<file path="src/hw/rtl/dtat_pkg.sv">
`timescale 1ns / 1ps

package dtat_pkg;

  localparam int unsigned ID_W       = 32;
  localparam int unsigned LEVEL_W    = 8;
  localparam int unsigned TIME_W     = 32;
  localparam int unsigned TLIMIT_W   = 5;
  localparam int unsigned COUNT_W    = 5;
  localparam int unsigned CFG_IDX_W  = 2;
  localparam int unsigned CFG_DATA_W = 32;

  localparam logic [CFG_IDX_W-1:0] CFG_TARGET_LIMIT = 2'd0;
  localparam logic [CFG_IDX_W-1:0] CFG_BYPASS_LEVEL = 2'd1;
  localparam logic [CFG_IDX_W-1:0] CFG_DECAY_TIME   = 2'd2;

  typedef enum logic [1:0] {
    VERDICT_BYPASS = 2'd0,
    VERDICT_KNOWN  = 2'd1,
    VERDICT_ADDED  = 2'd2,
    VERDICT_FULL   = 2'd3
  } verdict_e;

  typedef struct packed {
    logic [ID_W-1:0]    target_id;
    logic [LEVEL_W-1:0] requester_level;
    logic [TIME_W-1:0]  now_seconds;
  } req_t;

  typedef struct packed {
    logic               allowed;
    logic [1:0]         verdict;
    logic [COUNT_W-1:0] entries_in_use;
  } rsp_t;

  typedef struct packed {
    logic [ID_W-1:0]   key;
    logic [TIME_W-1:0] stamp;
  } entry_t;

endpackage

</file>
<file path="src/hw/rtl/dtat_store.sv">
`timescale 1ns / 1ps

module dtat_store #(
  parameter int unsigned Entries = 16,
  parameter int unsigned IdxW    = 4
) (
  input  logic              clk_i,
  input  logic              rd_en_i,
  input  logic [IdxW-1:0]   rd_addr_i,
  output dtat_pkg::entry_t  rd_data_o,
  input  logic              wr_en_i,
  input  logic [IdxW-1:0]   wr_addr_i,
  input  dtat_pkg::entry_t  wr_data_i
);
  import dtat_pkg::*;

  entry_t mem_q [Entries];
  entry_t rd_q;

  always_ff @(posedge clk_i) begin
    if (wr_en_i) begin
      mem_q[wr_addr_i] <= wr_data_i;
    end
  end

  always_ff @(posedge clk_i) begin
    if (rd_en_i) begin
      rd_q <= mem_q[rd_addr_i];
    end
  end

  assign rd_data_o = rd_q;

endmodule

</file>
<file path="src/hw/rtl/distinct_target_admission_table.sv">
`timescale 1ns / 1ps

// Admission table for up to TABLE_ENTRIES distinct target ids. One request is
// handled at a time. The input stalls from the cycle after a request is
// accepted until its response is loaded into the output register, and it is
// ready again as soon as that response is loaded. A bypassed request goes from
// the check straight to its response. A request that is looked up makes one
// pass over the table, entry by entry behind a registered read. A known
// target ends the pass at its entry, and an added or refused one goes on to a
// decide step after the pass. When the table is at its limit, a second pass
// ages out old entries first. A stalled response holds the block until it is
// taken. Both passes read the entry memory one entry a cycle and share one
// 32-bit subtractor that does both the id compare and the age check.
// The table is empty after reset and needs no clearing pass.

module distinct_target_admission_table #(
  parameter int unsigned TABLE_ENTRIES = 16
) (
  input  logic                                clk_i,
  input  logic                                rst_ni,
  input  logic                                in_valid_i,
  output logic                                in_stall_o,
  input  dtat_pkg::req_t                      req_i,
  output logic                                out_valid_o,
  input  logic                                out_stall_i,
  output dtat_pkg::rsp_t                      rsp_o,
  input  logic                                cfg_we_i,
  input  logic [dtat_pkg::CFG_IDX_W-1:0]      cfg_idx_i,
  input  logic [dtat_pkg::CFG_DATA_W-1:0]     cfg_data_i
);
  import dtat_pkg::*;

  localparam int unsigned IDX_W = (TABLE_ENTRIES > 1) ? $clog2(TABLE_ENTRIES) : 1;
  localparam int unsigned CNT_W = $clog2(TABLE_ENTRIES + 1);
  localparam int unsigned CMP_W = (CNT_W > TLIMIT_W) ? CNT_W : TLIMIT_W;

  localparam logic [2:0] ST_IDLE   = 3'd0;
  localparam logic [2:0] ST_CHECK  = 3'd1;
  localparam logic [2:0] ST_MATCH  = 3'd2;
  localparam logic [2:0] ST_DECAY  = 3'd3;
  localparam logic [2:0] ST_DECIDE = 3'd4;
  localparam logic [2:0] ST_DONE   = 3'd5;

  // Configuration registers.
  logic [TLIMIT_W-1:0] tlimit_q;
  logic [LEVEL_W-1:0]  bypass_q;
  logic [TIME_W-1:0]   decay_q;

  logic [2:0]           state_q, state_d;
  req_t                 req_q;
  logic [IDX_W:0]       addr_q, addr_d;
  logic                 pipe_vld_q, pipe_vld_d;
  logic [IDX_W-1:0]     cmp_idx_q, cmp_idx_d;
  logic [IDX_W-1:0]     free_q, free_d;
  logic                 free_hit_q, free_hit_d;
  logic [TABLE_ENTRIES-1:0] valid_q, valid_d;
  logic [CNT_W-1:0]     cnt_q, cnt_d;
  verdict_e             verdict_q, verdict_d;
  logic                 out_vld_q, out_vld_d;
  rsp_t                 rsp_q, rsp_d;

  logic             rd_en;
  entry_t           rd_data;
  logic             wr_en;
  entry_t           wr_data;
  logic [TIME_W-1:0] op_a, op_b, diff;
  logic             key_hit, aged, cur_valid, last_entry, full;
  logic [CMP_W-1:0] cnt_ext;

  always_ff @(posedge clk_i or negedge rst_ni) begin
    if (!rst_ni) begin
      tlimit_q <= '0;
      bypass_q <= '1;
      decay_q  <= '0;
    end else if (cfg_we_i) begin
      case (cfg_idx_i)
        CFG_TARGET_LIMIT: tlimit_q <= cfg_data_i[TLIMIT_W-1:0];
        CFG_BYPASS_LEVEL: bypass_q <= cfg_data_i[LEVEL_W-1:0];
        CFG_DECAY_TIME:   decay_q  <= cfg_data_i[TIME_W-1:0];
        default: ;
      endcase
    end
  end

  dtat_store #(
    .Entries (TABLE_ENTRIES),
    .IdxW    (IDX_W)
  ) u_store (
    .clk_i     (clk_i),
    .rd_en_i   (rd_en),
    .rd_addr_i (addr_q[IDX_W-1:0]),
    .rd_data_o (rd_data),
    .wr_en_i   (wr_en),
    .wr_addr_i (free_q),
    .wr_data_i (wr_data)
  );

  assign wr_data.key   = req_q.target_id;
  assign wr_data.stamp = req_q.now_seconds;

  // Shared subtractor: in a match a zero difference is an id match; in decay it is the age.
  assign op_a    = (state_q == ST_DECAY) ? req_q.now_seconds : req_q.target_id;
  assign op_b    = (state_q == ST_DECAY) ? rd_data.stamp : rd_data.key;
  assign diff    = op_a - op_b;
  assign key_hit = (diff == '0);
  assign aged    = (diff >= decay_q);

  assign cur_valid  = valid_q[cmp_idx_q];
  assign last_entry = (cmp_idx_q == IDX_W'(TABLE_ENTRIES - 1));
  assign cnt_ext    = CMP_W'(cnt_q);
  // A limit above the capacity behaves as the capacity itself.
  assign full       = (cnt_ext >= CMP_W'(tlimit_q)) || (cnt_q == CNT_W'(TABLE_ENTRIES));

  assign in_stall_o = (state_q != ST_IDLE);

  always_comb begin
    state_d    = state_q;
    addr_d     = addr_q;
    pipe_vld_d = 1'b0;
    cmp_idx_d  = cmp_idx_q;
    free_d     = free_q;
    free_hit_d = free_hit_q;
    valid_d    = valid_q;
    cnt_d      = cnt_q;
    verdict_d  = verdict_q;
    out_vld_d  = out_vld_q && out_stall_i;
    rsp_d      = rsp_q;
    rd_en      = 1'b0;
    wr_en      = 1'b0;

    if ((state_q == ST_MATCH || state_q == ST_DECAY) &&
        (addr_q < (IDX_W + 1)'(TABLE_ENTRIES))) begin
      rd_en      = 1'b1;
      pipe_vld_d = 1'b1;
      cmp_idx_d  = addr_q[IDX_W-1:0];
      addr_d     = addr_q + 1'b1;
    end

    case (state_q)
      ST_IDLE: begin
        if (in_valid_i) begin
          state_d = ST_CHECK;
        end
      end
      ST_CHECK: begin
        addr_d     = '0;
        free_hit_d = 1'b0;
        if (req_q.requester_level >= bypass_q || tlimit_q == '0) begin
          verdict_d = VERDICT_BYPASS;
          state_d   = ST_DONE;
        end else begin
          state_d = ST_MATCH;
        end
      end
      ST_MATCH: begin
        if (pipe_vld_q) begin
          if (!cur_valid && !free_hit_q) begin
            free_d     = cmp_idx_q;
            free_hit_d = 1'b1;
          end
          if (cur_valid && key_hit) begin
            verdict_d = VERDICT_KNOWN;
            state_d   = ST_DONE;
          end else if (last_entry) begin
            if (full) begin
              addr_d     = '0;
              pipe_vld_d = 1'b0;
              free_hit_d = 1'b0;
              state_d    = ST_DECAY;
            end else begin
              state_d = ST_DECIDE;
            end
          end
        end
      end
      ST_DECAY: begin
        if (pipe_vld_q) begin
          if (cur_valid && aged) begin
            valid_d[cmp_idx_q] = 1'b0;
            cnt_d              = cnt_q - 1'b1;
          end
          // The lowest slot that is free once this pass is over.
          if ((!cur_valid || aged) && !free_hit_q) begin
            free_d     = cmp_idx_q;
            free_hit_d = 1'b1;
          end
          if (last_entry) begin
            state_d = ST_DECIDE;
          end
        end
      end
      ST_DECIDE: begin
        if (full) begin
          verdict_d = VERDICT_FULL;
        end else begin
          wr_en           = 1'b1;
          valid_d[free_q] = 1'b1;
          cnt_d           = cnt_q + 1'b1;
          verdict_d       = VERDICT_ADDED;
        end
        state_d = ST_DONE;
      end
      ST_DONE: begin
        if (!out_vld_q || !out_stall_i) begin
          rsp_d.allowed        = (verdict_q != VERDICT_FULL);
          rsp_d.verdict        = verdict_q;
          rsp_d.entries_in_use = cnt_ext[COUNT_W-1:0];
          out_vld_d            = 1'b1;
          state_d              = ST_IDLE;
        end
      end
      default: begin
        state_d = ST_IDLE;
      end
    endcase
  end

  always_ff @(posedge clk_i or negedge rst_ni) begin
    if (!rst_ni) begin
      state_q    <= ST_IDLE;
      pipe_vld_q <= 1'b0;
      free_hit_q <= 1'b0;
      valid_q    <= '0;
      cnt_q      <= '0;
      out_vld_q  <= 1'b0;
    end else begin
      state_q    <= state_d;
      pipe_vld_q <= pipe_vld_d;
      free_hit_q <= free_hit_d;
      valid_q    <= valid_d;
      cnt_q      <= cnt_d;
      out_vld_q  <= out_vld_d;
    end
  end

  always_ff @(posedge clk_i) begin
    if (state_q == ST_IDLE && in_valid_i) begin
      req_q <= req_i;
    end
    addr_q    <= addr_d;
    cmp_idx_q <= cmp_idx_d;
    free_q    <= free_d;
    verdict_q <= verdict_d;
    rsp_q     <= rsp_d;
  end

  assign out_valid_o = out_vld_q;
  assign rsp_o       = rsp_q;

endmodule
</file>
<file path="config.mk">
export PLATFORM = sky130hd
export DESIGN_NAME = distinct_target_admission_table
export DESIGN_NICKNAME = d
export VERILOG_FILES = /design/src/hw/rtl/dtat_pkg.sv /design/src/hw/rtl/dtat_store.sv /design/src/hw/rtl/distinct_target_admission_table.sv
export SDC_FILE = /design/constraint.sdc
export NUM_CORES = 1
export LEC_CHECK = 0
export BUFFER_PORTS_ARGS = -buffer_cell sky130_fd_sc_hd__buf_2
export CAP_MARGIN = 40
export CORE_AREA = 5 5 417 419
export DETAILED_ROUTE_END_ITERATION = 16
export DIE_AREA = 0 0 422 424
export GPL_ROUTABILITY_DRIVEN = 0
export MAX_ROUTING_LAYER = met4
export PLACE_DENSITY_LB_ADDON = 0.15
export SKIP_LAST_GASP = 1
export SYNTH_ARGS = -nofsm -noshare
export SYNTH_HDL_FRONTEND = slang
export SYNTH_HIERARCHICAL = 1
export SYNTH_SLANG_ARGS = --single-unit
</file>
<file path="constraint.sdc">
create_clock -name clk_i -period 7.1 [get_ports clk_i]
set_input_delay 0.355 -clock clk_i [delete_from_list [all_inputs] [get_ports clk_i]]
set_output_delay 0.355 -clock clk_i [all_outputs]
set_load 0.005 [all_outputs]
</file>
==> out/metrics.yaml, run 1 <==
outcome:
  status: "finished clean"
synthesis:
  syn_avg_cell_area_um2: 19.5
  synthMostInstantiatedCell: "edfxtp_1"
  yosysWarnings: 6
  synth_ff_type: "edfxtp_1"
  synth-xor-area-share: 0.00450
  synth_edf_count: 1178
  ys_types: 93
  syn_area_mm2: 0.0506
  seq_area_frac_synth: 0.737
  synth_seq_cells: 1255
  synthCells: 2599
  synth_area_leader_cell: "edfxtp_1"
  synth-compound-area-share: 0.0486
  synth_nets: 2792
  synth_top_family_by_area: "multiplexers"
  synth_commonest_cells: "1178 x edfxtp_1, 261 x mux4_2, 128 x a22oi_1, 127 x nand2_1, 80 x ha_1"
  yosysTopAreaCellShare: 0.699
  synthAdderAreaFrac: 0.0206
  synth_area_leaders: "edfxtp_1 70%, mux4_2 12%, dfrtp_1 3.2%"
  yosys-mux-area-fraction: 0.139
  synth_simple_gate_area_share: 0.0342
  async_reset_ff_frac: 0.0574
clocking:
  cts_tree: "built"
  numCtsBuffers: 140
  cts.path.max_buffers: 3
  insertion_delay_ns: 0.78
  htreeDepth: 4
  ctsHoldBuffers: 107
  postCtsSetupBuffers: 0
  cts.sinks: 1255
  clockRootBuffer: "clkbuf_16"
  post_cts_resized: 0
  path_clk_slew_ns: 0.06
floorplan:
  rows: 152
  start_util: 0.297
  io_pins: 121
  die_h_um: 424
  dieWidth_um: 422
  core_mm2: 0.170
  die_area_mm2: 0.179
timing:
  fin_skew_ns: 0.0372
  slew_violations: 0
  period_minus_slack_ns: 6.49
  fin_crit_sh: 0.914
  max_freq_mhz: 154
  fin_setup_tns_ns: 0
  worstMarginPinSlew_ns: 0.943
  rsz0062_at_grt: "false"
  max_slew_margin: 0.371
  setup_viol: 0
  hold_viol: 0
routing:
  drcViolationCount: 0
  drtPass1Iterations: 5
  routed_wl_um: 143000
  first_iter_violations: 2239
  vias: 26500
  ant_nets: 0
  viasPerCell: 5.01
  wl_per_cell_um: 27.1
worst_setup_path:
  cp-start-kind: "flip-flop"
  reg2reg_depth: 22
  cp_max_fo: 38
  timing.rr.end: "valid_q[2]"
  r2r_slack_ns: 0.61
  r2r-start: "state_q[2]"
  worstSetupPathType: "reg2reg"
  critical_path_required_ns: 7.74
  arrival_ns: 7.12
  worstSetupEndpointType: "flip-flop"
placed_design:
  post-dp-hpwl_um: 83800
  io_buffers: 120
cells_and_area:
  final_core_util: 0.352
  nNetsFinal: 3126
  drive_gt1_frac: 0.263
  syn2layout_area_growth_pct: 18.6
  n_fill_cell: 15800
worst_hold_path:
  hold_class: "in2async"
grt:
  grt_start_max_net_pins: 117
  grt_pass1_wl_um: 206000
  grt_usage: 0.164
  grt_overflow: 0
  grt_antenna_before_repair: 5
  first_global_vias: 27900
power:
  power_density_mw_per_mm2: 423
  p_leak_nw: 19.9
  vdd_drop_max_mv: 0.317
flow_run:
  cap_violations: 0
## how the worst max path moves through the flow
stage,end,from
floorplan,u_store/mem_q[4][0],cnt_ext[0]
global placement,valid_q[2],state_q[2]
detailed placement,cnt_ext[1],state_q[2]
CTS,cnt_ext[1],state_q[2]
global route,valid_q[2],state_q[2]
finish,valid_q[2],state_q[2]
## per-stage QoR
stage | power [mW] | instances | setup WS, ns | area (um2) | hold slack, ns
6_report | 25.4 | 5277 | 0.613 | 60000 | 0.0752
5_1_grt | 26.7 | 5277 | 0.134 | 60000 | 0.0718
3_3_place_gp | 18.4 | 4902 | 0.726 | 54200 | 0.470
3_5_place_dp | 18.5 | 4917 | 0.755 | 54500 | 0.304
2_1_floorplan | 15.7 | 2599 | 0.00439 | 50600 | 0.0594
4_1_cts | 25.6 | 5276 | 0.721 | 60000 | 0.0254
## cells in the final DEF, fill, tap and decap left out, types with 12 or more instances in the layout
cell type / netlist / routed
mux4_2: 261 / 261
nand2_1: 127 / 126
a21o_1: 22 / 22
buf_4: 8 / 52
a22oi_1: 128 / 128
mux2_2: 73 / 73
buf_2: 16 / 120
mux2i_1: 33 / 33
buf_12: 0 / 20
clkbuf_1: 51 / 27
clkinv_1: 0 / 28
nand2b_1: 13 / 13
clkinv_2: 0 / 28
nand4_1: 14 / 14
dfrtp_1: 64 / 64
dlygate4sd3_1: 0 / 107
clkbuf_16: 0 / 143
a21oi_1: 50 / 50
nor2_4: 0 / 14
o21ai_0: 48 / 48
nor4_1: 12 / 12
edfxtp_1: 1178 / 1178
xor2_1: 12 / 12
nor3_1: 29 / 25
nor2_1: 66 / 52
ha_1: 80 / 80
xnor2_1: 14 / 14
inv_1: 60 / 60
## report_power, final
part           leakage, nW  internal (mW)  total, mW  switching [mW]
clock network         2.14           3.97       6.94            2.97
registers             11.6           8.79       9.41           0.618
logic                 6.21           3.73       9.01            5.28
## kinds of logic after synthesis
family,after synthesis
buffers and inverters,175
flip-flops,1255
adder cells (fa/ha/maj),82
XOR/XNOR,26
AND/OR/NAND/NOR,348
multiplexers,367
AO/OA/AOI/OAI,346
## flip-flops by register name, summed over array words and instances, names as in the netlist, 8 cells and up
| signal | count |
|---|---|
| u_store/mem_q | 1024 |
| req_q | 72 |
| u_store/rd_data_o | 64 |
| decay_q | 32 |
| valid_q | 16 |
| bypass_q | 8 |
| rsp_o | 8 |
## critical path: stages (launching register included)
cell and delay (ns):
dfrtp_1 0.56, nor2b_1 0.16, nand2_4 0.23, buf_12 0.28, mux2_2 0.38, ha_1 0.41
a21o_2 0.24, a31o_2 0.29, o2111ai_1 0.37, a21oi_2 0.16, a2111oi_0 0.59, a311oi_2 0.16
ha_1 0.38, nand4_1 0.09, nor3_1 0.27, nand2_1 0.10, a211oi_1 0.18, o21ai_0 0.14
nand4_1 0.21, o2111ai_1 0.28, or3b_2 0.56, o31ai_1 0.22, nand2_1 0.09
## final cells by class
class | instances | area (um2) | area share
clock buffer | 170 | 3680 | 0.0613
sequential | 1255 | 37300 | 0.622
multi-input combinational | 1169 | 12700 | 0.211
tap | 2233 | 2790 | 0.0466
clock inverter | 82 | 699 | 0.0117
timing repair buffer | 307 | 2650 | 0.0441
antenna | 1 | 2.50 | 0.0000417
inverter | 60 | 225 | 0.00375
## per-layer routing
metal  share of wire  track usage  wire length, um  up-vias
met5               0            -                0        -
met2            0.47        0.255            67600      641
met3           0.045       0.0270             6360      183
met4           0.023       0.0419             3220        0
li1                -            -                -    11400
met1            0.46        0.225            65700    14300
(Power assumes the default switching activity.)
==> run 2, diff against run 1 <==
==> constraint.sdc (replaced) <==
create_clock -name clk_i -period 5.4 [get_ports clk_i]
set_input_delay 0.27 -clock clk_i [delete_from_list [all_inputs] [get_ports clk_i]]
set_output_delay 0.27 -clock clk_i [all_outputs]
set_load 0.005 [all_outputs]
==> run 2 against run 1 <==
  * Sequential power rose by 30%
  * Die area did not move
  * Largest power group is now combinational logic
  * Clock skew fell by 0.010 ns
  * Count of clock-buffer cells in the layout rose by 4
  * Worst hold slack improved by 0.12 ns
==> out/metrics.yaml, run 2 (synthesis gave the netlist of run 1 again) <==
worst_setup_path:
  reg2reg_depth: 26  # +18%
  worstSetupEndpointType: "flip-flop"
  r2r_slack_ns: 0.08  # -0.53 ns
  worstSetupPathType: "reg2reg"
  cp-start-kind: "flip-flop"
  critical_path_required_ns: 6.04  # -1.70 ns
  arrival_ns: 5.96  # -1.16 ns
  cp_max_fo: 7  # -82%
  timing.rr.end: "valid_q[2]"
  r2r-start: "state_q[2]"
timing:
  fin_skew_ns: 0.0268  # -0.0104 ns
  fin_crit_sh: 0.985  # +0.0715
  setup_viol: 0  # unchanged
  slew_violations: 0  # unchanged
  max_freq_mhz: 188  # +22%
  fin_hold_ws_ns: 0.196  # +0.121 ns
  period_minus_slack_ns: 5.32  # -1.17 ns
  worstMarginPinSlew_ns: 0.916  # -0.0276 ns
  finalWorstSetupSlack_ns: 0.0800  # -0.533 ns
  fin_setup_tns_ns: 0  # unchanged
  hold_viol: 0  # unchanged
  rsz0062_at_grt: "true"
  max_slew_margin: 0.388  # +0.0171
floorplan:
  die_h_um: 424  # unchanged
  die_area_mm2: 0.179  # unchanged
  io_pins: 121  # unchanged
  rows: 152  # unchanged
  start_util: 0.297  # unchanged
  core_mm2: 0.170  # unchanged
  dieWidth_um: 422  # unchanged
power:
  p_leak_nw: 21.4  # +7.4%
  power_density_mw_per_mm2: 597  # +41%
  vdd_drop_max_mv: 0.382  # +21%
placed_design:
  io_buffers: 120  # unchanged
  dpl_cell_area_mm2: 0.0565  # +3.5%
  post-dp-hpwl_um: 88900  # +6.1%
  placed_cells: 5141  # +4.6%
  dp_slack_ns: -0.282  # -1.04 ns
flow_run:
  cap_violations: 0  # unchanged
cells_and_area:
  seqCellArea_mm2: 0.0373  # unchanged
  mostFrequentLayoutCells: "1178 x edfxtp_1, 265 x buf_4, 261 x mux4_2, 148 x clkbuf_16, 128 x a22oi_1"
  fin_cells: 5535  # +4.9%
  n_fill_cell: 15600  # -1.5%
  syn2layout_area_growth_pct: 24.7
  num_antenna_cells: 0  # -1
  final_common_cell: "edfxtp_1"
  nNetsFinal: 3385  # +8.3%
  largest_register_ffs: 1024  # unchanged
  top_register: "u_store/mem_q"
  multiInputGateArea_mm2: 0.0134  # +5.5%
  fin_area_mm2: 0.0631  # +5.2%
  drive_gt1_frac: 0.342  # +0.0793
grt:
  grt_pass1_wl_um: 214000  # +4.1%
  grt_usage: 0.171  # +0.00695
  first_global_vias: 29000  # +4.1%
  grt_overflow: 0  # unchanged
  grt_start_max_net_pins: 75  # -36%
  grt_antenna_before_repair: 1  # -4
routing:
  vias: 27500  # +3.9%
  first_iter_violations: 2151  # -3.9%
  wl_per_cell_um: 26.9  # -0.45%
  ant_nets: 0  # unchanged
  routed_wl_um: 149000  # +4.4%
  drcViolationCount: 0  # unchanged
  viasPerCell: 4.97  # -0.96%
  drtPass1Iterations: 7  # +2
clocking:
  htreeDepth: 4  # unchanged
  numCtsBuffers: 144  # +2.9%
  clockRootBuffer: "clkbuf_16"
  cts.path.max_buffers: 3  # unchanged
  insertion_delay_ns: 0.78  # about the same
  path_clk_slew_ns: 0.06  # about the same
  cts_tree: "built"
  cts.sinks: 1255  # unchanged
worst_hold_path:
  hold_class: "in2reg"
  hold_path_end: "req_q[25]"
  holdPathStages: 2
  hp-start: "req_i[25]"
outcome:
  status: "finished clean"
run 2: what timing repair did:
action	CTS	global route
buffers inserted	8	11
setup endpoints to repair	25	25
endpoints found under the hold margin	199	0
gates cloned	2	0
resized for setup	66	74
pin swaps	29	22
hold buffers	118	0
run 2: routing by layer:
metal  part of all wire  vias up  wire length, um  global-route usage
met5                  0        -                0                   -
met4              0.021        0             3170              0.0409
met3              0.043      200             6340              0.0299
met2               0.49      657            73100               0.277
met1               0.45    14700            66500               0.225
li1                   -    11900                -                   -
run 2: stage by stage:
step | power (mW) | util
6_report | 37.7 | 0.371
5_1_grt | 39.8 | 0.371
4_1_cts | 37.3 | 0.368
3_5_place_dp | 26.8 | 0.332
3_3_place_gp | 26.5 | 0.331
2_1_floorplan | 20.6 | -
run 2: power by group:
part	internal (mW)	total (mW)	leakage [nW]	switching, mW
combinational	7.66	16.0	7.62	8.36
sequential	11.5	12.2	11.6	0.679
clock	5.47	9.46	2.22	3.99
total	24.7	37.7	21.4	13.0
run 2: how the worst max path moves through the flow:
| stage | startpoint | to | slack (ns) |
|---|---|---|---|
| finish | state_q[2] | valid_q[2] | 0.08 |
| global route | state_q[1] | valid_q[13] | -0.09 |
| CTS | state_q[2] | valid_q[2] | 0.003 |
| detailed placement | state_q[1] | valid_q[10] | -0.28 |
| global placement | state_q[1] | valid_q[2] | -0.31 |
| floorplan | cnt_ext[0] | u_store/mem_q[1][0] | -0.30 |
run 2: layout make-up:
type                    count  share of cell area
multi-input cells        1169               0.212
inverters                  60             0.00357
well taps                2233              0.0443
clock inverters            82              0.0118
flip-flops and latches   1255               0.591
repair buffers            562              0.0777
clock buffers             174              0.0602
run 2: critical path, cell delays in order, from the launching register on:
cell and delay, ns:
dfrtp_1 0.40, nor2b_4 0.15, nand2_4 0.11, buf_12 0.18
buf_8 0.14, buf_4 0.13, mux2_4 0.30, ha_4 0.33
or3b_1 0.37, a31oi_2 0.18, or3_4 0.19, buf_6 0.10
nor4_4 0.04, nor4_4 0.41, ha_1 0.24, buf_4 0.12
a21o_1 0.10, a21o_1 0.12, a21oi_2 0.05, o21ai_1 0.14
nand3_1 0.12, nand4_1 0.21, buf_4 0.16, o2111ai_4 0.12
or3b_4 0.46, o31ai_4 0.22, nand2_1 0.07
==> run 3, diff against run 2 <==
--- a/config.mk
+++ b/config.mk
@@ -6,8 +6,8 @@
 export NUM_CORES = 1
 export LEC_CHECK = 0
 export BUFFER_PORTS_ARGS = -buffer_cell sky130_fd_sc_hd__buf_2
-export CAP_MARGIN = 40
 export CORE_AREA = 5 5 417 419
+export CTS_CLUSTER_DIAMETER = 100
 export DETAILED_ROUTE_END_ITERATION = 16
 export DIE_AREA = 0 0 422 424
 export GPL_ROUTABILITY_DRIVEN = 0
@@ -16,5 +16,4 @@
 export SKIP_LAST_GASP = 1
 export SYNTH_ARGS = -nofsm -noshare
 export SYNTH_HDL_FRONTEND = slang
-export SYNTH_HIERARCHICAL = 1
 export SYNTH_SLANG_ARGS = --single-unit
==> run 3 against run 2 <==
  * Fmax is 3.3% higher
  * Synthesized area about the same
  * Clock skew up 0.010 ns
  * Power fell by 18%
  * Flip-flop and latch count unchanged
  * Sequential share of layout area is 1.2 points higher
  * Utilization is 0.73 points lower
  * Non-clock buffer count down 88
  * Cell area is 2.0% lower
  * Critical path type unchanged
  * Critical endpoint is now cnt_ext[2]
  * Largest power group is now registers
==> out/metrics.yaml, run 3 <==
synthesis:
  seq_area_frac_synth: 0.737  # about the same
  synth_commonest_cells: "1178 x edfxtp_1, 324 x mux4_2, 80 x ha_1, 76 x mux2_2, 66 x clkbuf_1"
  yosysTopAreaCellShare: 0.699  # about the same
  yosysWarnings: 0  # -6
  synth_area_leaders: "edfxtp_1 70%, mux4_2 14%, dfrtp_1 3.2%"
  synth_edf_count: 1178  # unchanged
  synth_nets: 2644  # -5.3%
  synthMostInstantiatedCell: "edfxtp_1"
  async_reset_ff_frac: 0.0574  # unchanged
  synth_area_leader_cell: "edfxtp_1"
  syn_area_mm2: 0.0506  # about the same
  syn_avg_cell_area_um2: 20.7  # +6.1%
  ys_types: 85  # -8.6%
  synthCells: 2451  # -5.7%
  synth_seq_cells: 1255  # unchanged
  synth_ff_type: "edfxtp_1"
timing:
  fin_setup_tns_ns: 0  # unchanged
  worstMarginPinSlew_ns: 1.15  # +0.230 ns
  period_minus_slack_ns: 5.15  # -0.172 ns
  hold_viol: 0  # unchanged
  slew_violations: 0  # unchanged
  max_slew_margin: 0.217  # -0.172
  finalWorstSetupSlack_ns: 0.252  # +0.172 ns
  rsz0062_at_grt: "true"
  fin_crit_sh: 0.953  # -0.0318
  fin_skew_ns: 0.0370  # +0.0102 ns
  setup_viol: 0  # unchanged
  fin_hold_ws_ns: 0.198  # +0.00199 ns
  max_freq_mhz: 194  # +3.3%
worst_setup_path:
  crit_start: "state_q[2]"
  arrival_ns: 5.82  # -0.14 ns
  cp_slowest_stage_delay_ns: 0.49  # +0.03 ns
  crit_chain: "nand3b_1, buf_6, buf_8, buf_12, buf_16, mux2i_1, ha_1, and4_1, nand2_2, a21o_1, a2111o_1, a21bo_2, a211oi_4, ha_1, nand4_1, nor4_2, buf_4, o21ai_0, o2111ai_2, a21o_1, a21oi_2, buf_4, mux2_2"
  timing.rr.end: "cnt_ext[2]"
  cp_max_fo: 17  # +10
  path_delay_family: "compound AO/OA/AOI/OAI gates"
  cp-endpoint: "cnt_ext[2]"
  worst-path-stages: 23  # -12%
  worstSetupEndpointType: "flip-flop"
  critical_path_required_ns: 6.07  # +0.03 ns
  cp-start-kind: "flip-flop"
  worstSetupPathType: "reg2reg"
  r2r_slack_ns: 0.25  # +0.17 ns
  reg2reg_depth: 23  # -12%
  cp_slowest_cell: "a2111o_1"
  path_buf_inv: 6  # unchanged
  r2r-start: "state_q[2]"
floorplan:
  core_mm2: 0.170  # unchanged
  start_util: 0.297  # about the same
  dieWidth_um: 422  # unchanged
  rows: 152  # unchanged
  die_h_um: 424  # unchanged
  io_pins: 121  # unchanged
  die_area_mm2: 0.179  # unchanged
routing:
  first_iter_violations: 1970  # -8.4%
  vias: 26100  # -4.9%
  routed_wl_um: 144000  # -3.7%
  drcViolationCount: 0  # unchanged
  drtPass1Iterations: 5  # -2
  ant_nets: 0  # unchanged
  viasPerCell: 4.92  # -0.82%
  wl_per_cell_um: 27.0  # +0.37%
placed_design:
  post-dp-hpwl_um: 80400  # -9.5%
  io_buffers: 120  # unchanged
  placed_cells: 4932  # -4.1%
  dpl_cell_area_mm2: 0.0559  # -1.1%
  dp_slack_ns: -0.129  # +0.152 ns
clocking:
  htreeDepth: 4  # unchanged
  cts_tree: "built"
  cts.sinks: 1255  # unchanged
  path_clk_slew_ns: 0.06  # about the same
  numCtsBuffers: 141  # -2.1%
  insertion_delay_ns: 0.79  # about the same
  clockRootBuffer: "clkbuf_16"
  cts.path.max_buffers: 3  # unchanged
cells_and_area:
  final_common_cell: "edfxtp_1"
  fin_area_mm2: 0.0619  # -2.0%
  fin_cells: 5308  # -4.1%
  top_register: "u_store.mem_q"
  syn2layout_area_growth_pct: 22.2
  largest_register_ffs: 1024  # unchanged
  mostFrequentLayoutCells: "1178 x edfxtp_1, 324 x mux4_2, 216 x buf_4, 147 x clkbuf_16, 119 x buf_2"
  nNetsFinal: 3156  # -6.8%
  drive_gt1_frac: 0.344  # +0.00249
  final_core_util: 0.364  # -0.00726
grt:
  grt_pass1_wl_um: 205000  # -4.5%
  grt_antenna_before_repair: 5  # +4
  grt_overflow: 0  # unchanged
  first_global_vias: 27600  # -4.8%
  grt_usage: 0.164  # -0.00672
  grt_start_max_net_pins: 73  # -2.7%
power:
  power_density_mw_per_mm2: 500  # -16%
  total_power_mw: 30.9  # -18%
  vdd_drop_max_mv: 0.436  # +14%
  p_leak_nw: 20.5  # -4.1%
outcome:
  status: "finished clean"
worst_hold_path:
  hold_class: "in2reg"
flow_run:
  cap_violations: 0  # unchanged
==> run 3: worst min path at each step <==
stage | from | end | slack, ns | cells after the start
6_report | in_valid_i | state_q[0] | 0.20 | 7
5_1_grt | req_i[60] | req_q[60] | 0.17 | 2
4_1_cts | in_valid_i | state_q[0] | 0.1 | 7
3_5_place_dp | req_i[61] | req_q[61] | 0.45 | 1
3_3_place_gp | req_i[59] | req_q[59] | 0.45 | 1
2_1_floorplan | rst_ni | cnt_ext[0] | -0.03 | 0
==> run 3: logic make-up (layout without fill, tap and decap cells) <==
logic type | count (synthesis) | after routing | share of synthesized area
flip-flops | 1255 | 1255 | 0.737
adder cells (fa/ha/maj) | 82 | 82 | 0.0206
buffers and inverters | 166 | 787 | 0.0127
XOR/XNOR | 27 | 27 | 0.00467
AND/OR/NAND/NOR | 261 | 261 | 0.0267
AO/OA/AOI/OAI | 226 | 226 | 0.0310
other | 0 | 3 | 0
multiplexers | 434 | 434 | 0.168
==> run 3: tightest hold or removal path, cell delays in order <==
cell and delay, ns:
buf_2 0.11, nor3_1 0.05, a21oi_1 0.11, o22a_1 0.16, inv_1 0.07, nand2_1 0.06, o31ai_1 0.07
==> run 3: layout make-up <==
type | count | area (um2)
repair buffers | 474 | 3920
diodes | 3 | 7.51
fillers | 15700 | 108000
clock buffers | 178 | 3780
inverters | 61 | 229
multi-input cells | 1030 | 13200
flip-flops and latches | 1255 | 37300
clock inverters | 74 | 678
well taps | 2233 | 2790
==> run 3: timing repair <==
item                       4_1_cts  5_1_grt
resized for setup               13       59
gates cloned                     1        1
hold endpoints to repair       191        0
hold buffers                   108        0
setup buffers                    0       11
setup endpoints to repair        8       26
pin swaps                        4       24
==> run 3: report_power, final <==
group	total, mW	switching, mW	internal (mW)
sequential	12.4	0.761	11.7
combinational	9.22	4.71	4.52
clock	9.26	3.89	5.36
==> run 3: metal layers <==
layer	track usage	part of all wire	up-vias
li1	-	-	11300
met1	0.220	0.45	14100
met2	0.265	0.49	623
met3	0.0256	0.041	175
met4	0.0383	0.019	0
met5	-	0	-
